[src/hdl/rcg_pkg.sv]
`timescale 1ns / 1ps

package rcg_pkg;

    localparam int HashBytesDef = 32;
    localparam int SeedBytesDef = 16;
    localparam int SeedCap      = 16;
    localparam int CodeChars    = 4;
    localparam int CfgIdxW      = 2;
    localparam int CfgDataW     = 64;
    localparam int CandW        = 32;
    localparam int ScaleMul     = 7;

    localparam logic [1:0] LastChar = 2'(CodeChars - 1);

    typedef enum logic [CfgIdxW-1:0] {
        REG_SEED_LOW  = 2'd0,
        REG_SEED_HIGH = 2'd1,
        REG_SELECTED  = 2'd2,
        REG_CONFIRM   = 2'd3
    } t_cfg_reg;

    typedef enum logic {
        OP_ABSORB = 1'b0,
        OP_QUERY  = 1'b1
    } t_op;

    typedef struct packed {
        logic       en;
        logic       first;
        logic [7:0] data;
    } t_absorb;

    localparam logic [8*32-1:0] SymTable = "ABCDEFGHJKLMNPQRSTUVWXYZ23456789";

    function automatic logic [7:0] sym_char(input logic [4:0] idx);
        logic [4:0] pos;
        pos = 5'd31 - idx;
        return SymTable[{pos, 3'b000} +: 8];
    endfunction

endpackage

[src/hdl/rcg_hash.sv]
`timescale 1ns / 1ps

module rcg_hash #(
    parameter int HASH_BYTES = rcg_pkg::HashBytesDef,
    parameter int HW         = 5
) (
    input  logic             i_clk,
    input  logic             i_rst_n,
    input  rcg_pkg::t_absorb i_absorb,
    input  logic [HW-1:0]    i_rd_addr,
    output logic [7:0]       o_rd_data
);
    import rcg_pkg::*;

    localparam int ScaleStep = ScaleMul % HASH_BYTES;
    localparam logic [HW:0] HashSize = (HW+1)'(HASH_BYTES);
    localparam logic [HW-1:0] HashLast = HW'(HASH_BYTES - 1);

    logic [7:0]    r_store [HASH_BYTES];
    logic [7:0]    n_store [HASH_BYTES];
    logic [HW-1:0] r_pidx;
    logic [HW-1:0] r_sidx;
    logic [HW-1:0] n_pidx;
    logic [HW-1:0] n_sidx;
    logic [HW-1:0] w_pidx;
    logic [HW-1:0] w_sidx;
    logic [HW:0]   w_ssum;

    assign w_pidx = i_absorb.first ? '0 : r_pidx;
    assign w_sidx = i_absorb.first ? '0 : r_sidx;
    assign w_ssum = {1'b0, w_sidx} + (HW+1)'(ScaleStep);

    always_comb begin
        logic [7:0] base;
        logic [7:0] xv;
        for (int e = 0; e < HASH_BYTES; e++) begin
            base = i_absorb.first ? 8'd0 : r_store[e];
            xv   = (HW'(e) == w_pidx) ? (base ^ i_absorb.data) : base;
            n_store[e] = i_absorb.en ?
                ((HW'(e) == w_sidx) ? (xv + i_absorb.data) : xv) : r_store[e];
        end
        n_pidx = (w_pidx == HashLast) ? '0 : w_pidx + HW'(1);
        n_sidx = (w_ssum >= HashSize) ? HW'(w_ssum - HashSize) : w_ssum[HW-1:0];
    end

    always_ff @(posedge i_clk) begin
        if (!i_rst_n) begin
            for (int e = 0; e < HASH_BYTES; e++) begin
                r_store[e] <= '0;
            end
            r_pidx <= '0;
            r_sidx <= '0;
        end else begin
            r_store <= n_store;
            if (i_absorb.en) begin
                r_pidx <= n_pidx;
                r_sidx <= n_sidx;
            end
        end
    end

    assign o_rd_data = r_store[i_rd_addr];

endmodule

[src/hdl/rcg_mix.sv]
`timescale 1ns / 1ps

module rcg_mix #(
    parameter int HW = 5
) (
    input  logic [31:0] i_v,
    input  logic [7:0]  i_hash_byte,
    input  logic [HW:0] i_weight,
    input  logic [7:0]  i_seed_byte,
    output logic [31:0] o_v
);
    import rcg_pkg::*;

    logic [HW+8:0] w_prod;
    logic [31:0]   w_sum;
    logic [31:0]   w_x3;

    assign w_prod = (HW+9)'(i_hash_byte) * (HW+9)'(i_weight);
    assign w_sum  = i_v + 32'(w_prod) + 32'(i_seed_byte);
    assign w_x3   = w_sum ^ (w_sum << 3);
    assign o_v    = w_x3 ^ (w_x3 >> 2);

endmodule

[src/hdl/receipt_code_generator.sv]
`timescale 1ns / 1ps
// absorb beat: folded into the hash store, absorb beats can follow back to back
// derived query: one hash byte per cycle through the shared mix step, for each code
//   char in turn, and then the output load; no beat is taken until that load
// confirm query: goes straight to the done state and the output load, no mix steps
// a held output beat stalls a finished query; no beat taken meanwhile
// synchronous active-low reset clears hash, indices, config and control

module receipt_code_generator #(
    parameter int HASH_BYTES = rcg_pkg::HashBytesDef,
    parameter int SEED_BYTES = rcg_pkg::SeedBytesDef
) (
    input  logic                         i_clk,
    input  logic                         i_rst_n,
    input  logic                         i_cfg_wr_en,
    input  logic [rcg_pkg::CfgIdxW-1:0]  i_cfg_index,
    input  logic [rcg_pkg::CfgDataW-1:0] i_cfg_data,
    input  logic                         s_axis_tvalid,
    output logic                         s_axis_tready,
    // data_byte[7:0], cand_id[39:8]
    input  logic [39:0]                  s_axis_tdata,
    // op[0], first[1]
    input  logic [1:0]                   s_axis_tuser,
    output logic                         m_axis_tvalid,
    input  logic                         m_axis_tready,
    // candidate_out[31:0], code_char0[39:32], code_char1[47:40],
    // code_char2[55:48], code_char3[63:56]
    output logic [63:0]                  m_axis_tdata,
    // is_confirm[0]
    output logic                         m_axis_tuser
);
    import rcg_pkg::*;

    localparam int HW = (HASH_BYTES > 1) ? $clog2(HASH_BYTES) : 1;
    localparam int SW = (SEED_BYTES > 1) ? $clog2(SEED_BYTES) : 1;
    localparam logic [HW-1:0] HashLast = HW'(HASH_BYTES - 1);
    localparam logic [SW-1:0] SeedLast = SW'(SEED_BYTES - 1);

    typedef enum logic [1:0] {
        ST_IDLE,
        ST_RUN,
        ST_DONE
    } t_state;

    t_state        r_state;
    logic [63:0]   r_seed_low;
    logic [63:0]   r_seed_high;
    logic [31:0]   r_selected;
    logic [31:0]   r_confirm;
    logic [31:0]   r_cand;
    logic [31:0]   r_v;
    logic [1:0]    r_k;
    logic [SW-1:0] r_ks;
    logic [SW-1:0] r_sp;
    logic [HW-1:0] r_j;
    logic [7:0]    r_chars [CodeChars];
    logic          r_is_confirm;
    logic          r_m_valid;
    logic [63:0]   r_m_data;
    logic          r_m_user;

    logic          w_accept;
    logic [31:0]   w_in_cand;
    t_absorb       w_absorb;
    logic [7:0]    w_hash_byte;
    logic [7:0]    w_seed_bytes [SeedCap];
    logic [7:0]    w_seed_byte;
    logic [31:0]   w_mix;
    logic [HW:0]   w_weight;
    logic [SW-1:0] w_sp_inc;
    logic [SW-1:0] w_ks_inc;
    logic [1:0]    w_k_next;
    logic [31:0]   w_base_next;
    logic          w_out_load;

    assign s_axis_tready = (r_state == ST_IDLE);
    assign w_accept      = s_axis_tvalid && s_axis_tready;
    assign w_in_cand     = s_axis_tdata[39:8];

    assign w_absorb.en    = w_accept && (t_op'(s_axis_tuser[0]) == OP_ABSORB);
    assign w_absorb.first = s_axis_tuser[1];
    assign w_absorb.data  = s_axis_tdata[7:0];

    always_comb begin
        for (int b = 0; b < SeedCap; b++) begin
            w_seed_bytes[b] = (b < 8) ? r_seed_low[8*(b%8) +: 8] : r_seed_high[8*(b%8) +: 8];
        end
    end

    assign w_seed_byte = w_seed_bytes[4'(r_sp)];
    assign w_weight    = (HW+1)'(r_j) + (HW+1)'(1);
    assign w_sp_inc    = (r_sp == SeedLast) ? '0 : r_sp + SW'(1);
    assign w_ks_inc    = (r_ks == SeedLast) ? '0 : r_ks + SW'(1);
    assign w_k_next    = r_k + 2'd1;
    assign w_base_next = ((r_cand << 5) - r_cand) + 32'({w_k_next, 4'b0000})
                       + 32'(w_k_next);
    assign w_out_load  = (r_state == ST_DONE) && (!r_m_valid || m_axis_tready);

    rcg_hash #(
        .HASH_BYTES (HASH_BYTES),
        .HW         (HW)
    ) u_hash (
        .i_clk     (i_clk),
        .i_rst_n   (i_rst_n),
        .i_absorb  (w_absorb),
        .i_rd_addr (r_j),
        .o_rd_data (w_hash_byte)
    );

    rcg_mix #(
        .HW (HW)
    ) u_mix (
        .i_v         (r_v),
        .i_hash_byte (w_hash_byte),
        .i_weight    (w_weight),
        .i_seed_byte (w_seed_byte),
        .o_v         (w_mix)
    );

    always_ff @(posedge i_clk) begin
        if (!i_rst_n) begin
            r_seed_low  <= '0;
            r_seed_high <= '0;
            r_selected  <= '0;
            r_confirm   <= '0;
        end else if (i_cfg_wr_en) begin
            unique case (t_cfg_reg'(i_cfg_index))
                REG_SEED_LOW:  r_seed_low  <= i_cfg_data;
                REG_SEED_HIGH: r_seed_high <= i_cfg_data;
                REG_SELECTED:  r_selected  <= i_cfg_data[31:0];
                REG_CONFIRM:   r_confirm   <= i_cfg_data[31:0];
            endcase
        end
    end

    always_ff @(posedge i_clk) begin
        if (!i_rst_n) begin
            r_state   <= ST_IDLE;
            r_m_valid <= 1'b0;
        end else begin
            if (w_out_load) begin
                r_m_valid <= 1'b1;
            end else if (m_axis_tready) begin
                r_m_valid <= 1'b0;
            end
            unique case (r_state)
                ST_IDLE: begin
                    if (w_accept && (t_op'(s_axis_tuser[0]) == OP_QUERY)) begin
                        r_cand <= w_in_cand;
                        r_v    <= (w_in_cand << 5) - w_in_cand;
                        r_k    <= '0;
                        r_ks   <= '0;
                        r_sp   <= '0;
                        r_j    <= '0;
                        if (w_in_cand == r_selected) begin
                            for (int c = 0; c < CodeChars; c++) begin
                                r_chars[c] <= r_confirm[8*c +: 8];
                            end
                            r_is_confirm <= 1'b1;
                            r_state      <= ST_DONE;
                        end else begin
                            r_is_confirm <= 1'b0;
                            r_state      <= ST_RUN;
                        end
                    end
                end
                ST_RUN: begin
                    if (r_j == HashLast) begin
                        r_chars[r_k] <= sym_char(w_mix[4:0]);
                        r_j          <= '0;
                        if (r_k == LastChar) begin
                            r_state <= ST_DONE;
                        end else begin
                            r_k  <= w_k_next;
                            r_ks <= w_ks_inc;
                            r_sp <= w_ks_inc;
                            r_v  <= w_base_next;
                        end
                    end else begin
                        r_v  <= w_mix;
                        r_j  <= r_j + HW'(1);
                        r_sp <= w_sp_inc;
                    end
                end
                ST_DONE: begin
                    if (w_out_load) begin
                        r_m_data <= {r_chars[3], r_chars[2], r_chars[1], r_chars[0], r_cand};
                        r_m_user <= r_is_confirm;
                        r_state  <= ST_IDLE;
                    end
                end
                default: begin
                    r_state <= ST_IDLE;
                end
            endcase
        end
    end

    assign m_axis_tvalid = r_m_valid;
    assign m_axis_tdata  = r_m_data;
    assign m_axis_tuser  = r_m_user;

`ifndef SYNTHESIS
    a_query_busy: assert property (@(posedge i_clk) disable iff (!i_rst_n)
        (w_accept && (t_op'(s_axis_tuser[0]) == OP_QUERY)) |=> !s_axis_tready)
        else $error("query beat did not hold off input");

    a_run_end: assert property (@(posedge i_clk) disable iff (!i_rst_n)
        (r_state == ST_RUN && r_j == HashLast && r_k == LastChar) |=> (r_state == ST_DONE))
        else $error("last mix step did not finish the query");

    a_out_from_done: assert property (@(posedge i_clk) disable iff (!i_rst_n)
        $rose(r_m_valid) |-> ($past(r_state) == ST_DONE))
        else $error("output beat raised outside done state");
`endif

endmodule
[config.mk]
export PLATFORM = sky130hd
export DESIGN_NAME = receipt_code_generator
export DESIGN_NICKNAME = d
export VERILOG_FILES = /design/src/hdl/rcg_pkg.sv /design/src/hdl/rcg_hash.sv /design/src/hdl/rcg_mix.sv /design/src/hdl/receipt_code_generator.sv
export SDC_FILE = /design/constraint.sdc
export NUM_CORES = 2
export LEC_CHECK = 0
export BUFFER_PORTS_ARGS = -buffer_cell sky130_fd_sc_hd__buf_2
export CELL_PAD_IN_SITES_DETAIL_PLACEMENT = 1
export CELL_PAD_IN_SITES_GLOBAL_PLACEMENT = 1
export CORE_ASPECT_RATIO = 0.8
export CORE_UTILIZATION = 49
export DETAILED_ROUTE_END_ITERATION = 10
export HOLD_SLACK_MARGIN = 0.03
export MAX_ROUTING_LAYER = met4
export PLACE_DENSITY_LB_ADDON = 0.1
export SYNTH_ARGS = -nofsm -noshare
export SYNTH_HDL_FRONTEND = slang
export SYNTH_SLANG_ARGS = --single-unit
[constraint.sdc]
create_clock -name i_clk -period 9.75 [get_ports i_clk]
set_clock_uncertainty 0.15 [all_clocks]
set_input_delay 1.4625 -clock i_clk [delete_from_list [all_inputs] [get_ports i_clk]]
set_output_delay 1.4625 -clock i_clk [all_outputs]
set_load 0.005 [all_outputs]
==> flow_metrics.tcl <==
set metrics [dict create \
    outcome "finished, final reports clean" \
    critPathKind "flop to flop" \
    routedWlPerCell_um 24.17 \
    fin_crit_ns 8.550 \
    synth_ff_type "dfxtp_1" \
    num_rows 104 \
    path_clk_slew_ns 0.06 \
    syn_to_final_growth_pct 9.059 \
    syn_nets 6263 \
    endpoint "r_v[20]" \
    crit_chain "buf_4 -> mux4_2 -> mux4_2 -> mux2i_1 -> nor2_1 -> fa_1 -> inv_1 -> fa_1 -> inv_1 -> fa_1 -> inv_1 -> fa_1 -> inv_1 -> ha_1 -> o21ai_0 -> o21ai_2 -> a311oi_4 -> o21ai_1 -> nand3_1 -> xnor3_1 -> xnor3_1 -> mux2_2 -> mux2_2" \
    finalNetCount 6248 \
    hold_viol_final 0 \
    critPathArrivalTime_ns 8.82 \
    dpl-instance-area_um2 51760 \
    antenna_found_initial 14 \
    slew_violations 0 \
    netlist_top_cells_count "nand2_1 (986), xnor2_1 (484), dfxtp_1 (461), ha_1 (364), nor2_1 (292)" \
    reg2reg_depth 23 \
    p_per_area_nw_per_um2 144.3 \
    fin_cells 7084 \
    drc 0 \
    synthTopCellsByArea "dfxtp_1 (18%), edfxtp_1 (11%), ha_1 (9.1%), xnor2_1 (8.5%), nand2_1 (7.4%)" \
    die_h_um 287.4 \
    htree_num_levels 3 \
    avgSynthCellArea_um2 8.741 \
    crit_path_start "r_j[0]" \
    grt_pass1_wl_mm 260.9 \
    die_area_um2 103100 \
    postCtsSetupBuffers 0 \
    power_frac_seq_pct 37.4 \
    power_frac_comb_pct 23.5 \
    cts-root-buf "clkbuf_16" \
    drv_cap 0 \
    required_ns 10.02 \
    reg2reg_setup_slack_ns 1.20 \
    p_leak_nw 22.25 \
    swShare_pct 32.32 \
    relSlewSlack_pct 20.20 \
    design_area_um2 54420 \
    power.internal_mw 5.316 \
    hpwl_mm 124.3 \
    p_total_mw 7.853 \
    syn_area_um2 49900 \
    clockBufferDepth 3 \
    setup_viol 0 \
    p_clk_share_pct 39.1 \
    drt_iter0_drc 4007 \
    min_period_over_period_pct 87.69 \
    routed_wl_mm 171.2 \
    initial_utilization_pct 49.55 \
    holdBufCountCts 0 \
    wl_met2_mm 70.52 \
    crit_family "adder cells" \
    synth_warnings 0 \
    synth_seq_area_share_pct 29.14 \
    cp_slowest_cell "edfxtp_1" \
    r2r_start "r_j[0]" \
    synth_cell_types 89 \
    top_layer "met4" \
    cts_tree "yes" \
    place_inst 6941 \
    grt_pass1_vias 43092 \
    netlist_instances 5709 \
    path_max_fanout 20 \
    post-route-util_pct 54.04 \
    drive_above_1_share_pct 9.390 \
    detail-route-antenna-nets 0 \
    grt_use_total_pct 33.56 \
    grt_overflow 0 \
    ys_seq_elements 638 \
    portBuffers 179 \
    tightest_slew_ns 1.193 \
    rsz0062_at_grt "no" \
    synthMostInstantiatedCell "nand2_1" \
    gp_congestion 0.9185 \
    clk_latency_ns 0.70 \
    async_reset_ff_share_pct 0 \
    coreArea_um2 100700 \
    clkSinkCount 638 \
    dr.pass1.iters 6 \
    drt-met1-wl_mm 81.92 \
    hold_class "flop to flop" \
    viasPerCell 6.149 \
    clock.fmax_mhz 117.0 \
    grt_max_degree 201 \
    peakVddDrop_v 0.0001701 \
    end_kind "flop" \
    ios 180 \
    cts_made_buffers 76 \
    dr_wl_met3_mm 16.10 \
    r2r_end "r_v[20]" \
    p_sw_mw 2.538 \
    synth_edf_count 177 \
    setup-tns-final_ns 0 \
    cp.depth 23 \
    vias 43558 \
    critPathBufInv 5 \
    start_kind "flop" \
    cts_resized 0 \
    synth_top_area_cell "dfxtp_1" \
    max_stage_delay_ns 1.04 \
    synth_top_area_share_pct 18.49 \
    die_x_um 358.8 \
]
## flip-flops by register name (all words and copies together), names as in the netlist, 4 cells and up
register and flops:
u_hash.r_store 256, r_selected 32, r_confirm 32, r_v 32, r_seed_high 64, u_hash.r_pidx 5, r_seed_low 64, r_j 5
r_cand 32, u_hash.r_sidx 5, r_chars 32, r_sp 4, m_axis_tdata 64, r_ks 4
## worst min-delay path by stage
| stage | startpoint | end | cells past startpoint |
|---|---|---|---|
| finish | r_chars[2][2] | m_axis_tdata[50] | 0 |
| global route | r_chars[1][2] | m_axis_tdata[42] | 0 |
| CTS | r_chars[2][2] | m_axis_tdata[50] | 0 |
| detailed placement | r_chars[0][6] | m_axis_tdata[38] | 0 |
| global placement | r_chars[1][7] | m_axis_tdata[47] | 0 |
| floorplan | r_chars[0][0] | m_axis_tdata[32] | 0 |
## logic make-up after synthesis
kind of cell / count (synthesis) / share of synthesized area (%)
multiplexers: 201 / 7.108
flip-flops: 638 / 29.14
adder cells (fa/ha/maj): 441 / 12.22
buffers and inverters: 552 / 4.195
AND/OR/NAND/NOR: 1932 / 17.61
XOR/XNOR: 577 / 10.44
AO/OA/AOI/OAI: 1368 / 19.29
## power by group through the flow
| stage | registers (mW) | logic [mW] | clock network (mW) |
|---|---|---|---|
| after CTS | 2.93 | 1.83 | 3.11 |
| after global placement | 2.98 | 1.74 | 0 |
| after detailed placement | 2.98 | 1.81 | 0 |
| after floorplan | 2.91 | 1.35 | 0 |
| after global routing | 2.94 | 2.01 | 3.22 |
| final | 2.94 | 1.84 | 3.07 |
## placed cells by master, fill, tap and decap left out, types with 74 or more instances in the layout
master and instances:
clkbuf_16 76, o211ai_1 161, nor2b_1 272, nand3_1 82, dfxtp_1 461, inv_1 220
ha_1 363, nand2_1 986, mux4_2 121, fa_1 77, o21ai_0 204, edfxtp_1 177
o211a_1 134, and2_1 111, o21bai_1 104, a21boi_0 228, xor2_1 80, buf_2 174
a21oi_1 284, xnor2_1 484, nor2_1 290, a21o_1 74
## per-stage QoR
| step | hold slack, ns | setup slack (ns) |
|---|---|---|
| after floorplan | 0.2503 | 2.473 |
| after global placement | 0.2508 | 1.458 |
| after detailed placement | 0.2557 | 1.156 |
| after CTS | 0.2683 | 1.177 |
| after global routing | 0.2743 | 0.7523 |
| final | 0.2682 | 1.200 |
## area by class of cell
type	instances	area, µm²
multi-input cells	4519	33310
diodes	8	20.02
flip-flops and latches	638	14540
fillers	11781	46290
well taps	1325	1658
inverters	221	829.5
repair buffers	238	1416
clock inverters	40	590.6
clock buffers	95	2053
## routing by layer
layer | vias to the layer above | global-route usage [%]
met5 | - | -
met2 | 1379 | 47.24
met4 | 0 | 5.976
met3 | 185 | 7.201
li1 | 19918 | -
met1 | 22076 | 49.28
Note: power is estimated with default switching activity, not from simulation.
